`src/rtl/core/aabb_iou_pkg.sv`:
```
package aabb_iou_pkg;

  localparam int COORD_W = 16;             // signed Q12.4 edge
  localparam int DIFF_W  = COORD_W + 1;    // edge difference, width or height
  localparam int PROD_W  = 2 * DIFF_W;     // area in units of 1/256
  localparam int UNI_W   = PROD_W + 2;     // union: two areas less the overlap
  localparam int DIV_W   = UNI_W - 1;      // positive union, divider remainder
  localparam int RATIO_W = 16;             // unsigned Q0.16
  localparam int STEP_W  = 4;              // counts the RATIO_W quotient steps
  localparam int CNT_W   = 7;              // reference count, 0..127
  localparam int SLOT_W  = 6;
  localparam int ROW_W   = 16;

  localparam logic [RATIO_W-1:0] RATIO_SAT = '1;

  typedef enum logic {
    OP_WRITE = 1'b0,
    OP_SCORE = 1'b1
  } op_t;

  typedef struct packed {
    logic                      operation;
    logic [SLOT_W-1:0]         slot;
    logic signed [COORD_W-1:0] box_x_low;
    logic signed [COORD_W-1:0] box_y_low;
    logic signed [COORD_W-1:0] box_x_high;
    logic signed [COORD_W-1:0] box_y_high;
  } in_item_t;

  typedef struct packed {
    logic [ROW_W-1:0]   candidate_index;
    logic [SLOT_W-1:0]  reference_index;
    logic [RATIO_W-1:0] overlap_ratio;
    logic               degenerate;
    logic               last;
  } out_item_t;

  typedef struct packed {
    logic load;
    logic step;
  } div_ctrl_t;

endpackage

```
`src/rtl/core/aabb_iou_div.sv`:
```
// Restoring divider, one quotient bit per step; numerator must be below den.
module aabb_iou_div (
  input  logic                                clk,
  input  aabb_iou_pkg::div_ctrl_t             ctrl,
  input  logic [aabb_iou_pkg::DIV_W-1:0]      num,
  input  logic [aabb_iou_pkg::DIV_W-1:0]      den,
  output logic [aabb_iou_pkg::RATIO_W-1:0]    quot
);

  logic [aabb_iou_pkg::DIV_W-1:0]   rem_r;
  logic [aabb_iou_pkg::RATIO_W-1:0] quot_r;
  logic [aabb_iou_pkg::DIV_W:0]     shifted;
  logic [aabb_iou_pkg::DIV_W:0]     diff;
  logic                             fits;

  assign shifted = {rem_r, 1'b0};
  assign diff    = shifted - {1'b0, den};
  assign fits    = shifted >= {1'b0, den};

  always_ff @(posedge clk) begin
    if (ctrl.load) begin
      rem_r  <= num;
      quot_r <= '0;
    end else if (ctrl.step) begin
      rem_r  <= fits ? diff[aabb_iou_pkg::DIV_W-1:0] : shifted[aabb_iou_pkg::DIV_W-1:0];
      quot_r <= {quot_r[aabb_iou_pkg::RATIO_W-2:0], fits};
    end
  end

  assign quot = quot_r;

endmodule

```
`config.mk`:
```
export PLATFORM = sky130hd
export DESIGN_NAME = aabb_iou_div
export DESIGN_NICKNAME = d
export VERILOG_FILES = /design/src/rtl/core/aabb_iou_pkg.sv /design/src/rtl/core/aabb_iou_div.sv
export SDC_FILE = /design/constraint.sdc
export NUM_CORES = 1
export LEC_CHECK = 0
export BUFFER_PORTS_ARGS = -buffer_cell sky130_fd_sc_hd__clkbuf_2
export CORE_MARGIN = 1.5
export CORE_UTILIZATION = 31
export CTS_CLUSTER_DIAMETER = 60
export DETAILED_ROUTE_END_ITERATION = 6
export SYNTH_ARGS = -nofsm -noshare
export SYNTH_HDL_FRONTEND = slang
export SYNTH_SLANG_ARGS = --single-unit
```
`constraint.sdc`:
```
create_clock -name clk -period 4.47 [get_ports clk]
set_clock_uncertainty 0.2 [all_clocks]
set_input_delay 0.447 -clock clk [delete_from_list [all_inputs] [get_ports clk]]
set_output_delay 0.447 -clock clk [all_outputs]
set_load 0.005 [all_outputs]
```
After elaboration in Yosys (flattened, before gate mapping)
Cells that the tools add are included.

operators by class
  multiplexer cells = 3
  order comparisons = 1
  add/sub/neg operators = 1
  reductions and logical operators = 1

operators by type and width
  cell                                                            number
  35-bit two-way mux                                              3
  36-bit by 35-bit greater-or-equal comparator with 1-bit output  1
  35-bit subtractor                                               1
  2-bit nonzero test                                              1

word-level totals
  output and inout port bits = 16
  bits of input ports = 73
  register bits after elaboration = 51

Depth between registers and ports, before layout
  word-level depth = 4
  depth in mapped cells = 14

Least setup slack after synthesis
OpenSTA, ideal clock, no wires.

  path type = input-to-reg
  from = in den[7] (netlist name)
  to = reg rem_r[21] (netlist name) (data pin)
  path buffers = 1
  data arrival time = 2.758 ns
  required time = 4.010 ns
  stages = 11
  path slack = 1.253 ns
  cell sequence = inv_1 > ha_1 > and2_4 > or4_1 > a21oi_1 > o21ai_2 > a31oi_2 > o31ai_1 > buf_2 > mux2_1 > mux2_2

on the way
  word-level cells in the longest chain between the ends = 4
  elaborated cells between the ends (all ways) = 5

RTL lines
  what                                                                                                        RTL line                                RTL
  start: declaration                                                                                          aabb_iou_div.sv:6                       input logic [aabb_iou_pkg::DIV_W-1:0] den,
  35-bit subtractor / 36-bit by 35-bit greater-or-equal comparator with 1-bit output (equally long branches)  aabb_iou_div.sv:17, aabb_iou_div.sv:18
  35-bit two-way mux *                                                                                        aabb_iou_div.sv:25                      rem_r <= fits ? diff[aabb_iou_pkg::DIV_W-1:0] : shifted[aabb_iou_pkg::DIV_W-1:0];
  35-bit two-way mux *                                                                                        aabb_iou_div.sv:24                      end else if (ctrl.step) begin
  35-bit two-way mux *                                                                                        aabb_iou_div.sv:21                      if (ctrl.load) begin
  end signal: assignment                                                                                      aabb_iou_div.sv:22                      rem_r <= num;
  end signal: assignment                                                                                      aabb_iou_div.sv:25
  end: declaration                                                                                            aabb_iou_div.sv:10                      logic [aabb_iou_pkg::DIV_W-1:0] rem_r;

Every way passes the cells marked *; elsewhere a longest branch is shown, timed or not. The select of a mux whose other input is x is not followed.
A chain may end at the register's enable or synchronous reset.

Worst setup path after layout
  from = reg rem_r[6] (netlist name)
  to = reg rem_r[22] (netlist name) (data pin)

on the way
  word-level cells in the longest chain between the ends = 4
  elaborated cells between the ends (all ways) = 5

RTL lines
  what                                                                                                        RTL line
  35-bit subtractor / 36-bit by 35-bit greater-or-equal comparator with 1-bit output (equally long branches)  aabb_iou_div.sv:17, aabb_iou_div.sv:18
  35-bit two-way mux *                                                                                        aabb_iou_div.sv:25
  35-bit two-way mux *                                                                                        aabb_iou_div.sv:24
  35-bit two-way mux *                                                                                        aabb_iou_div.sv:21

Marked as above.

==> metrics.sh <==
HOLD-PATH-CELL-COUNT=3
SYNTH_FF_TYPE='sky130_fd_sc_hd__edfxtp_1'
CELL_TAKING_THE_MOST_AREA_AFTER_SYNTHESIS='sky130_fd_sc_hd__edfxtp_1'
DP_SLACK_NS=0.794
DIE_WIDTH_UM=123
CP-START-KIND='flip-flop'
REGTOREGENDPOINT='rem_r[22]$_DFFE_PP_'
TIMING.FINAL.WS_SETUP_NS=0.982
SYNTH.MOST_COMMON_CELL='sky130_fd_sc_hd__nand2_1'
CLOCK_TREE_FROM_TRITONCTS='yes'
CLOCK_INSERTION_DELAY_WORST_SKEW_NS=0.30
DETAILED_PLACE_HPWL_UM=8320
ASYNCSETRESETFLOPFRACSYNTH=0
REG2REG_DEPTH=10
SYNTHESIS.INSTANCES=500
TIMING_HOLD_VIOLATIONS_FINAL=0
WORST-ENDPOINT-REQUIRED_NS=4.33
STATIC-LEAKAGE-POWER_nW=2.46
R2R_START='rem_r[6]$_DFFE_PP_'
CTS-ROOT-TO-SINK-BUFFERS=2
YS_TOP_CELLS_BY_COUNT='47 x sky130_fd_sc_hd__nand2_1, 42 x sky130_fd_sc_hd__inv_1'
FMAX_MHz=287
WORST_PIN_SLEW_NS=0.921
CTS_SETUP_BUFFERS=0
HTREE_LEVELS=2
WORST_SETUP_PATH_END_KIND='flip-flop'
WORST_SLEW_MARGIN_REL=0.386
FINALNETCOUNT=684
CP.ARRIVAL_NS=3.34
SEQCELLAREA_SQ_UM=1370
HOLD_BUFFERS=0
WORST_SETUP_HOLD_PATH_CLK_SLEW_NS=0.08
SYNTH_ENABLE_FLOP_CELLS=35
GRT_USE_TOTAL=0.145
TIMING.MAX_CAP.VIOLATIONS=0
CLK_ROOT_BUFFER_CELL='sky130_fd_sc_hd__clkbuf_16'
GRT_PASS1_WL_UM=17600
CRIT_SLOWEST_CELL='sky130_fd_sc_hd__edfxtp_1'
INITIAL_CORE_UTIL=0.318
YOSYS_REG_BITS=51
DIE-AREA_SQ_UM=15000
NUM_ANTENNA_CELLS=0
FIRST_GLOBAL_VIAS=3819
FINAL_MIN_PERIOD_OVER_CLOCK_PERIOD=0.780
STD_CELL_ROWS=43
FIN_TOTAL_PWR_mW=3.20
FINALCOREUTILIZATION=0.371
DRT_VIA_DENSITY=4.99
GRT_MAX_DEGREE=54
VIAS=3775
TOTALWIRELENGTH_UM=10700
IO_PINS=89
PERIOD_NEEDED_NS=3.49
NUMCTSBUFFERS=5
GRT_ANTENNA_BEFORE_REPAIR=0
POST_SYNTH.CELL_AREA_AVG_SQ_UM=8.86
PORT-BUFFER-COUNT=88
CTS-RESIZED-GATES=0
RSZ_0062_RAISED_AFTER_GLOBAL_ROUTING='no'
REPORT.FINAL.SLEW_VIOL_COUNT=0
DETAIL-ROUTE-ANTENNA-NETS=0
LARGEST_STAGE_DELAY_ON_THE_CRITICAL_PATH_NS=0.40
CHIPHEIGHT_UM=123
FILLER_CELL_COUNT=1441
MULTI_INPUT_AREA_SQ_UM=2790
CRITICAL_PATH.CELL_CHAIN='ha_1, and2_4, or4_1, a21oi_1, o21ai_2, a31oi_2, o31ai_4, buf_4, mux2_1, mux2_2'
MIN_DELAY_WORST_ENDPOINT='rem_r[4]$_DFFE_PP_'
CTS.SINK_COUNT=51
AREAGROWTHSYNTHTOFINISH_PCT=16.6
WORSTHOLDSTART='num[4]'
IRDROPWORSTVDD_uV=251
SYNTHESIS.YOSYS.WARNINGS=0
FIN_CELLS=756
DETAIL_ROUTE.FIRST_PASS.ITERATIONS=4
POWER.DENSITY_nW_PER_UM2=619
RESULT_OF_THE_RUN='finished, final reports clean'
FIRST_ITER_VIOLATIONS=214
SETUP.WORST_PATH.CLASS='reg2reg'
ROUTE.DETAILED.DRC=0
MIN_PATH_TYPE='in2reg'
GP_ROUTABILITY_CONGESTION=0.832
WL_PER_CELL_UM=14.1
SYNTH_NETS=609
TIMING.CRITICAL_PATH.FANOUT_MAX=21
SHARE_OF_LAYOUT_CELLS_ABOVE_DRIVE_STRENGTH_1=0.214
FIN_TNS_SETUP_NS=0
FLOP_TO_FLOP_SETUP_SLACK_NS=0.98
SYNTHDISTINCTLIBCELLS=67
POST-SYNTH-TOP-AREA-FRACTION=0.237
CRIT_PATH_START='rem_r[6]$_DFFE_PP_'
SYNTH_SEQ_AREA_SHARE=0.310
FLOORPLAN.CORE_AREA_SQ_UM=13900
GR-TOTAL-OVERFLOW=0
SETUP_VIOLATIONS=0
PLACE.DETAILED.INSTANCES=748
SYNTH_TOP_CELLS_BY_AREA='sky130_fd_sc_hd__edfxtp_1 24%, sky130_fd_sc_hd__ha_1 9.9%, sky130_fd_sc_hd__mux2i_1 7.9%'
SYNTH_CELL_AREA_SQ_UM=4430
-- worst max-delay path: cells and delay by family (launching register included) --
kind,cells,cell delay [ns]
AOI/OAI and AO/OA,4,0.87
adders and majority gates,1,0.35
buffers and inverters,1,0.24
DFF,1,0.40
muxes,2,0.62
and+or+nand+nor,2,0.56
-- flip-flops by register name, indices dropped and copies added, names as in the netlist --
signal  cells
rem_r      35
quot       16
-- cell type report --
type	instances	share of cell area
Clock buffer	6	0.0269
Clock inverter	2	0.00291
Inverter	42	0.0305
Multi-Input combinational cell	383	0.540
Sequential cell	51	0.265
Tap cell	180	0.0436
Timing Repair Buffer	92	0.0910
-- worst max-delay path by stage --
stage                     endpoint  slack (ns)  cells after the start
6_report       rem_r[22]$_DFFE_PP_        0.98                     10
5_1_grt        rem_r[22]$_DFFE_PP_        0.80                     10
4_1_cts        rem_r[22]$_DFFE_PP_        0.98                     10
3_5_place_dp    rem_r[3]$_DFFE_PP_        0.79                     12
3_3_place_gp    rem_r[6]$_DFFE_PP_        0.85                     12
2_1_floorplan  rem_r[21]$_DFFE_PP_        1.25                     11
-- placed cells by master, fill, tap and decap left out, drive strengths merged, types with 2 or more instances in the layout --
cell type  Yosys  layout
a21oi         32      32
o21ai         45      45
nor2          35      35
nand4          9       9
a221oi         2       2
nand3b         3       3
nand3          8       8
o21bai         4       4
clkbuf        17      93
o21a           5       5
a2bb2oi        3       3
nor4           2       2
buf            6       5
a211oi         2       2
mux2          14      14
o211ai         2       2
inv           42      43
nor3           3       3
ha            35      35
or2            2       2
nand2b         3       3
nand2         47      47
mux2i         35      35
and3           2       2
a31oi          4       4
and2           2       2
nor2b          2       2
a211o          4       4
xor2          14      14
o2111ai        2       2
xnor2         16      16
a21o          24      24
nor3b          6       6
edfxtp        35      35
dfxtp         16      16
-- report_power, final --
group,switching [mW],internal [mW]
clock network,0.196,0.225
logic,1.09,0.901
registers,0.0812,0.702
total,1.37,1.83
-- metrics by stage --
step                hold slack, ns  instance area (sq um)
floorplan                    0.285                   4430
global placement             0.276                   5010
detailed placement           0.300                   5010
CTS                          0.231                   5170
global route                 0.237                   5170
finish                       0.237                   5170
-- routing by layer --
metal,up-vias,share of wire,GRT usage
met5,-,0,0
met4,0,0.011,0.0436
met2,70,0.48,0.251
met3,8,0.037,0.0232
met1,1749,0.47,0.186
li1,1948,-,-
-- logic make-up after synthesis --
family / after synthesis / share of synthesized area
AOI/OAI and AO/OA: 138 / 0.204
adders and majority gates: 36 / 0.103
xor gates and xnor gates: 30 / 0.0593
DFF: 51 / 0.310
muxes: 49 / 0.116
and+or+nand+nor: 130 / 0.144
buffers and inverters: 66 / 0.0641
Power figures use the tool's default switching activity.
